===== src/rtl/tcw_pkg.sv =====
// tcw_pkg: shared codes, sequencer states and control structs for the text console writer
// no dependencies; used by every file of the block except tcw_ram
package tcw_pkg;

  localparam int KIND_W   = 2;
  localparam int CODE_W   = 8;
  localparam int ADDR_W   = 11;
  localparam int LOC_W    = 11;
  localparam int CELL_W   = 16;
  localparam int COLOR_W  = 4;
  localparam int ATTR_W   = 2 * COLOR_W;
  localparam int CFG_IDX_W = 1;
  localparam int CFG_DAT_W = COLOR_W;

  localparam logic [KIND_W-1:0] KIND_WRITE = 2'd0;
  localparam logic [KIND_W-1:0] KIND_CLEAR = 2'd1;
  localparam logic [KIND_W-1:0] KIND_READ  = 2'd2;

  localparam logic [CFG_IDX_W-1:0] REG_FORE = 1'b0;
  localparam logic [CFG_IDX_W-1:0] REG_BACK = 1'b1;

  localparam logic [COLOR_W-1:0] FORE_RESET = 4'hF;
  localparam logic [COLOR_W-1:0] BACK_RESET = 4'h0;

  localparam logic [CODE_W-1:0] CHAR_BS    = 8'h08;
  localparam logic [CODE_W-1:0] CHAR_TAB   = 8'h09;
  localparam logic [CODE_W-1:0] CHAR_LF    = 8'h0A;
  localparam logic [CODE_W-1:0] CHAR_CR    = 8'h0D;
  localparam logic [CODE_W-1:0] CHAR_BLANK = 8'h20;

  localparam logic [CELL_W-1:0] RESET_CELL = 16'h0F20;

  typedef enum logic [2:0] {
    ST_IDLE,
    ST_COPY,
    ST_FILL,
    ST_DONE
  } seq_state_t;

  // cursor commands from the sequencer
  typedef struct packed {
    logic              advance;
    logic              home;
    logic [CODE_W-1:0] code;
  } cursor_cmd_t;

  // cursor status back to the sequencer
  typedef struct packed {
    logic store;
    logic scroll;
  } cursor_stat_t;

endpackage


===== src/rtl/tcw_cursor.sv =====
// tcw_cursor: cursor registers and control character decode
// depends on tcw_pkg
module tcw_cursor #(
  parameter int COLUMNS = 80,
  parameter int ROWS    = 25
) (
  input  logic                               clk,
  input  logic                               rst,
  input  tcw_pkg::cursor_cmd_t               cmd,
  output tcw_pkg::cursor_stat_t              stat,
  output logic [$clog2(COLUMNS*ROWS)-1:0]    pos,
  output logic [tcw_pkg::LOC_W-1:0]          location
);

  localparam int CCW = $clog2(COLUMNS);
  localparam int RRW = $clog2(ROWS);
  localparam int CXW = $clog2(COLUMNS + 8);
  localparam int RXW = $clog2(ROWS + 1);
  localparam int AW  = $clog2(COLUMNS * ROWS);
  localparam logic [RRW-1:0] LAST_ROW = RRW'(ROWS - 1);

  logic [CCW-1:0] col;
  logic [RRW-1:0] row;
  logic [CCW-1:0] col_next;
  logic [RRW-1:0] row_next;
  logic [CXW-1:0] c_ext;
  logic [CXW-1:0] c_n;
  logic [RXW-1:0] r_n;
  logic [31:0]    pos_wide;

  always_comb begin
    c_ext = CXW'(col);
    c_n   = c_ext;
    r_n   = RXW'(row);
    stat.store = 1'b0;
    if (cmd.code == tcw_pkg::CHAR_BS) begin
      if (col != '0) begin
        c_n = c_ext - CXW'(1);
      end
    end else if (cmd.code == tcw_pkg::CHAR_TAB) begin
      c_n = (c_ext + CXW'(8)) & ~CXW'(7);
    end else if (cmd.code == tcw_pkg::CHAR_CR) begin
      c_n = '0;
    end else if (cmd.code == tcw_pkg::CHAR_LF) begin
      c_n = '0;
      r_n = r_n + RXW'(1);
    end else if (cmd.code >= tcw_pkg::CHAR_BLANK) begin
      stat.store = 1'b1;
      c_n = c_ext + CXW'(1);
    end
    // right edge wrap
    if (32'(c_n) >= COLUMNS) begin
      c_n = '0;
      r_n = r_n + RXW'(1);
    end
    stat.scroll = (32'(r_n) == ROWS);
    col_next = CCW'(c_n);
    row_next = stat.scroll ? LAST_ROW : RRW'(r_n);
  end

  always_ff @(posedge clk) begin
    if (rst || cmd.home) begin
      col <= '0;
      row <= '0;
    end else if (cmd.advance) begin
      col <= col_next;
      row <= row_next;
    end
  end

  assign pos_wide = 32'(row) * COLUMNS + 32'(col);
  assign pos      = AW'(pos_wide);
  assign location = tcw_pkg::LOC_W'(pos_wide);

endmodule


===== config.mk =====
export PLATFORM = sky130hd
export DESIGN_NAME = tcw_cursor
export DESIGN_NICKNAME = d
export VERILOG_FILES = /design/src/rtl/tcw_pkg.sv /design/src/rtl/tcw_cursor.sv
export SDC_FILE = /design/constraint.sdc
export NUM_CORES = 1
export LEC_CHECK = 0
export ABC_CLOCK_PERIOD_IN_PS = 3000
export BUFFER_PORTS_ARGS = -buffer_cell sky130_fd_sc_hd__buf_2
export CAP_MARGIN = 40
export CORE_MARGIN = 2
export CORE_UTILIZATION = 40
export DETAILED_ROUTE_END_ITERATION = 8
export GPL_ROUTABILITY_DRIVEN = 0
export HOLD_SLACK_MARGIN = 0.06
export PLACE_DENSITY = 0.69
export SYNTH_ARGS = -nofsm -noshare
export SYNTH_HDL_FRONTEND = slang
export SYNTH_SLANG_ARGS = --single-unit

===== constraint.sdc =====
create_clock -name clk -period 3 [get_ports clk]
set_input_delay 0.3 -clock clk [delete_from_list [all_inputs] [get_ports clk]]
set_output_delay 0.3 -clock clk [all_outputs]
set_load 0.05 [all_outputs]

[Word-level counts from Yosys, hierarchy flattened]
Cells that the tools add are included.
Storage, ports and cells
  bits in registers: 12
  output and inout port bits: 24
Cells by class
  add/subtract/negate cells: 6
  $mul: 1
  magnitude comparators: 2
  eq/ne operators: 5
  muxes and demuxes: 18
  reductions and logical operators: 2
Operators by type and width (number)
  2-to-1 mux 7 bit: 7
  == test 8 x 4 -> 1 bit, second input constant: 4
  2-to-1 mux 5 bit: 6
  adder 11 x 7 -> 11 bit: 1
  adder 5 x 1 -> 5 bit, second input constant: 2
  >= comparator 8 x 6 -> 1 bit, second input constant: 1
  adder 7 x 1 -> 7 bit, second input constant: 1
  adder 7 x 4 -> 7 bit, second input constant: 1
  >= comparator 7 bit, second input constant: 1
  multiplier 5 x 3 -> 7 bit, second input constant: 1
  nonzero test 7 bit: 1
  subtractor 7 x 1 -> 7 bit, second input constant: 1
  == test 5 bit, second input constant: 1
  2-to-1 mux 1 bit: 5
  logical OR 1 bit: 1

[Depth between registers and ports, before layout]
Gate-level depths: netlist of the first run.
  word-level depth: 10
  depth in mapped cells: 12

[Worst setup path before layout of the first run]
No wires, ideal clock.
  path type: input to output
  from: input cmd[6] (netlist bit)
  to: output stat[0] (netlist bit)
  arrival time: 3350 ps
  data required time: 2700 ps
  setup slack: -650 ps
  cell stages on the path: 11
  buffers on the path: 0
  cell sequence: nor3_2 -> inv_2 -> nor3_1 -> o21ai_0 -> ha_1 -> xor2_1 -> nor3_1 -> a31oi_1 -> or3_1 -> mux2_2 -> nor2_1
RTL lines
  start, declared: RTL line tcw_cursor.sv:9  | input tcw_pkg::cursor_cmd_t cmd,
  end, declared: RTL line tcw_cursor.sv:10  | output tcw_pkg::cursor_stat_t stat,

==> qor.txt, run 1 <==
Synth warn: 0
Critical Path Start Type: register
RSZ-0062 raised after global routing: yes
CP Data Arrival Time: 2730 ps
Share of synthesized registers carrying an async set or reset: 0%
# diodes: 0
WP buf/inv: 3
CP required: 2700 ps
H-tree depth: 1
Syn Area/Cell: 7.52 um2
Vias per cell: 5.53
Fin. max-slew vios: 0
I/O pins: 36
DRC errors left: 0
Ys flop type: dfxtp_1
Crit. End Element: output port
Pleak: 0.00103 uW
Clk_lat worst skew: 240 ps
M1 WL: 1.81 mm
Pin count of the biggest net entering global routing: 14
Fmax: 330 MHz
Top-area cell type share of the netlist area: 14.7%
Power Density: 174 nW/um2
Most common cell after layout, fill and taps aside: buf_4
Die area: 4610 um2
Wire length of the first global-routing pass: 6.95 mm
Slew margin rel.: 71.4%
Gr usage total: 19.6%
Sequential Area: 244 um2
CP max-delay cell: or4b_4
Final hold slack: 344 ps
Yosys reg bits: 12
Largest area contributor in the synthesized netlist: dfxtp_1
Clk sinks: 12
Synthesized cell area: 1630 um2
Routed wire per std cell: 13.6 um
Vias in the first global route: 1,648
Period utilisation layout: 101%
Clock transition at path regs: 50 ps
Synth unique cells: 52
Share of cells above drive strength 1: 38.5%
Antenna viol nets, final: 0
Routed via count: 1,769
Area contributors post-synth: dfxtp_1 15%, ha_1 12%, xnor2_1 8.0%, buf_4 6.9%, a21oi_1 5.2%
CTS tree: built
HP Class: in2reg
Final setup margin: -29.1 ps
Clock buffer depth: 2
Critical path peak fanout: 3
Hpwl dp: 3.30 mm
Max_cap viols: 0
Syn Inst Count: 217
Syn Nets: 247
Delay-heaviest family, CP: simple AND/OR/NAND/NOR gates
Final-stage net count: 302
# fillers: 369
Multi-input gate area: 1330 um2
Slew @ Worst Pin: 428 ps
WL met2: 2.17 mm
Commonest non-fill, non-tap cells in the layout: 37 x buf_4, 31 x buf_2, 17 x a21oi_1
Seq/Total Area, Yosys: 14.7%
Port bufs: 35
Clk root buf: clkbuf_8
Area grow syn2layout: 36.2%
Hold buffers post-CTS: 0
Starting Density: 41.1%
Die height: 67.9 um
Initial antenna violation count: 0
Top sig layer: met4
Worst stage delay on the critical path: 460 ps
# setup viols final: 1
Peak VDD IR: 96.5 uV
WL final: 4.34 mm
Setup TNS: -29.1 ps
WL met3: 169 um
CP Cell Sequence: inv_2 -> ha_4 -> or4b_4 -> or3_4 -> nand2b_4 -> o21ai_2 -> o21ai_2 -> buf_6 -> mux2_4 -> nor2_4 -> buf_8
Die Wd: 67.9 um
Cts bufs inserted: 3
Outcome: finished, violations left
Grt ovf: 0
Failing checks: setup timing
Hold Vio Cnt, Final: 0
Crit Path Class: reg2out
Post-synth EDFFs: 0
Period minus WS final: 3030 ps
Row count: 23
Most frequent CP cell: o21ai_2
TritonRoute pass-1 iters: 4
Clock skew: 5.78 ps
Core area: 3970 um2
1st-iter DRT viols: 39
==> worst paths after layout <==
kind / start / endpoint / slack (ps) / depth (start not counted)
hold / removal: rst / c_ext[0] / 340 / 4
hold reg to reg: c_ext[6] / c_ext[6] / 610 / 2
setup / recovery: c_ext[1] / stat[0] / -30 / 11
setup reg to reg: c_ext[1] / row[0] / 320 / 10
==> per-layer routing <==
metal | global-route usage [%] | vias to the layer above
li1 | - | 874
met1 | 22.5 | 815
met2 | 35.5 | 64
met3 | 1.64 | 16
met4 | 11.3 | 0
met5 | 0 | -
==> registers in the layout (all words and copies together), names as in the netlist <==
name,cells
c_ext,7
row,5
==> power breakdown <==
| group | total (uW) | internal [uW] | switching, uW |
|---|---|---|---|
| clock network | 148 | 88.5 | 59.9 |
| registers | 161 | 160 | 0.758 |
| logic | 76.5 | 34.0 | 42.6 |
==> worst register-to-register path: stages, from the launching register on <==
cell and delay [ps]:
dfxtp_2 320, inv_2 70, ha_4 150, or4b_4 460, or3_4 430, nand2b_4 90
o21ai_2 60, o21ai_2 210, buf_6 140, mux2_4 310, o311a_1 320
==> synthesized netlist by cell type (4+ instances only) <==
cell type	count
a21oi_1	17
buf_4	15
clkbuf_1	4
dfxtp_1	12
ha_1	16
inv_1	12
nand2_1	14
nand3_1	7
nor2_1	15
nor3_1	5
o21ai_0	13
or3_1	4
xnor2_1	15
xor2_1	6
==> cell type report <==
| cell class | count | share of cell area [%] |
|---|---|---|
| multi-input cells | 169 | 59.9 |
| repair buffers | 73 | 22.2 |
| flip-flops and latches | 12 | 11.0 |
| well taps | 50 | 2.81 |
| inverters | 13 | 2.31 |
| clock buffers | 3 | 1.86 |
==> through the flow <==
stage                     cell area, um2  setup WS, ps  total power (uW)  std cells  util (%)
after global routing                2220          -128               400        320      56.0
final                               2220         -29.1               386        320      56.0
after detailed placement            2040          -147               233        313      51.3
after global placement              2040          -121               232        313      51.3
after floorplan                     1700         -14.2               203        217         -
after CTS                           2130         -78.2               379        317      53.6
==> timing repair <==
item,4_1_cts,5_1_grt
setup buffers,1,3
pin swaps,4,10
endpoints found under the setup margin,3,3
gates resized for setup,9,17
==> cell families (layout without fill, tap and decap cells) <==
family                     count (synthesis)  after routing  share of synthesized area [%]
AOI/OAI and AO/OA                         56             56                           21.5
xor gates and xnor gates                  21             21                           11.3
adders and majority gates                 18             18                           14.7
buffers and inverters                     36             89                           12.0
DFF                                       12             12                           14.7
muxes                                      4              4                           2.61
and+or+nand+nor                           70             70                           23.2
(Power assumes the default switching activity.)
==> run 2, diff against run 1 <==
- CORE_UTILIZATION: 40 -> 50
- PLACE_DENSITY: 0.69 -> 0.77
==> run 2 against run 1 <==
Effect of this change: sequential power about the same; hold slack got worse by 38 ps; largest power group unchanged; sequential share of layout area increased by 0.35 points; sequential cell count did not move; count of clock-buffer cells in the layout up 1; the flow still finishes with violations (setup timing); critical path type unchanged.
==> qor.txt, run 2 (synthesized netlist as in run 1, its figures left out) <==
Outcome: finished, violations left
Failing checks: setup timing
Area grow syn2layout: 33.9%
Max_cap viols: 0
# fillers: 247
CP max-delay cell: or4b_4
Wire length of the first global-routing pass: 6.56 mm
Antenna viol nets, final: 0
M1 WL: 1.84 mm
Clk_lat worst skew: 280 ps
Top sig layer: met3
CTS tree: built
WL met3: 374 um
TritonRoute pass-1 iters: 5
Clock buffer depth: 2
Clk sinks: 12
Crit. End Element: output port
Hold buffers post-CTS: 0
Slew @ Worst Pin: 527 ps
# setup viols final: 1
Critical path peak fanout: 5
CP Cell Sequence: inv_2 -> ha_4 -> or4b_4 -> or3_4 -> nand2b_4 -> o21ai_2 -> o21ai_4 -> mux2_4 -> nor2_4 -> buf_8
HP Class: in2reg
Initial antenna violation count: 0
Crit Path Class: reg2out
Routed wire per std cell: 13.9 um
Final-stage net count: 296
Pleak: 0.000985 uW
Sequential Area: 248 um2
Hpwl dp: 3.25 mm
Clock skew: 5.94 ps
Fmax: 329 MHz
CP Data Arrival Time: 2740 ps
Clk root buf: clkbuf_4
Power Density: 167 nW/um2
PnR Total Power: 366 uW
Share of cells above drive strength 1: 40.4%
Die height: 61.1 um
Clock transition at path regs: 80 ps
WL final: 4.28 mm
Die area: 3740 um2
Gr usage total: 23.2%
Critical Path Start Type: register
Grt ovf: 0
Period utilisation layout: 101%
Worst stage delay on the critical path: 460 ps
Final Util: 71.1%
WL met2: 2.07 mm
Largest register FFs: 7
Setup TNS: -41.7 ps
Core area: 3080 um2
1st-iter DRT viols: 106
Starting Density: 53.0%
H-tree depth: 1
Cts bufs inserted: 3
Hold Vio Cnt, Final: 0
Final setup margin: -41.7 ps
Routed via count: 1,755
CP required: 2700 ps
Slew margin rel.: 64.7%
Die Wd: 61.1 um
Fin. max-slew vios: 0
Port bufs: 35
DRC errors left: 0
# diodes: 0
Multi-input gate area: 1360 um2
Delay-heaviest family, CP: simple AND/OR/NAND/NOR gates
Commonest non-fill, non-tap cells in the layout: 32 x buf_2, 32 x buf_4, 16 x a21oi_1, 14 x nand2_1, 14 x nor2_1
Pin count of the biggest net entering global routing: 14
Row count: 20
Period minus WS final: 3040 ps
Peak VDD IR: 257 uV
RSZ-0062 raised after global routing: yes
WP buf/inv: 2
Vias per cell: 5.68
Vias in the first global route: 1,482
I/O pins: 36
-- run 2: cell types whose count changed in the layout (fill, tap and decap cells not counted), moves of 2 or more --
cell      previous run  this run
buf_4               37        32
fa_1                 2         0
ha_1                14        12
clkbuf_8             3         1
buf_6                4         2
fa_2                 0         2
dfxtp_1              9         6
dfxtp_2              3         6
clkbuf_4             0         3
-- run 2: layer usage --
layer  GRT usage, %  vias to the layer above
met1           32.2                      825
li1               -                      861
met5              0                        -
met2           38.0                       69
met3           5.25                        0
met4           2.80                        0
-- run 2: final timing paths --
| kind | start | end | slack, ps | cells after the start |
|---|---|---|---|---|
| worst max-delay path | c_ext[0] | stat[0] | -40 | 10 |
| worst min register to register | c_ext[4] | c_ext[4] | 520 | 2 |
| worst min-delay path | rst | row[0] | 310 | 3 |
| worst max register to register | c_ext[0] | row[1] | 210 | 12 |
-- run 2: layout make-up --
cell class                      count  share of cell area (%)
Multi-Input combinational cell    169                    62.1
Sequential cell                    12                    11.3
Inverter                           13                    2.35
Clock buffer                        4                    1.66
Timing Repair Buffer               67                    20.0
Tap cell                           44                    2.52
-- run 2: worst min-delay path: stages --
cell and delay, ps:
buf_2 80, nor2_1 60, o311a_1 120
-- run 2: what timing repair did --
action	in CTS	in global routing
setup endpoints to repair	3	3
pin swaps	1	6
setup buffers	2	1
endpoints found under the hold margin	0	0
cloned	0	0
resized for setup	16	18
-- run 2: power breakdown --
| group | internal [uW] | switching (uW) |
|---|---|---|
| Sequential | 160 | 0.695 |
| Clock | 73.9 | 59.4 |
| Combinational | 29.6 | 42.3 |
-- run 2: per-stage QoR --
step	cells	hold WS [ps]	cell area (um2)	worst slack (ps)
3_3_place_gp	302	543	1990	-111
5_1_grt	309	309	2190	-136
6_report	309	306	2190	-41.7
3_5_place_dp	302	560	1990	-155
4_1_cts	308	312	2120	-41.9
2_1_floorplan	217	475	1700	-14.2
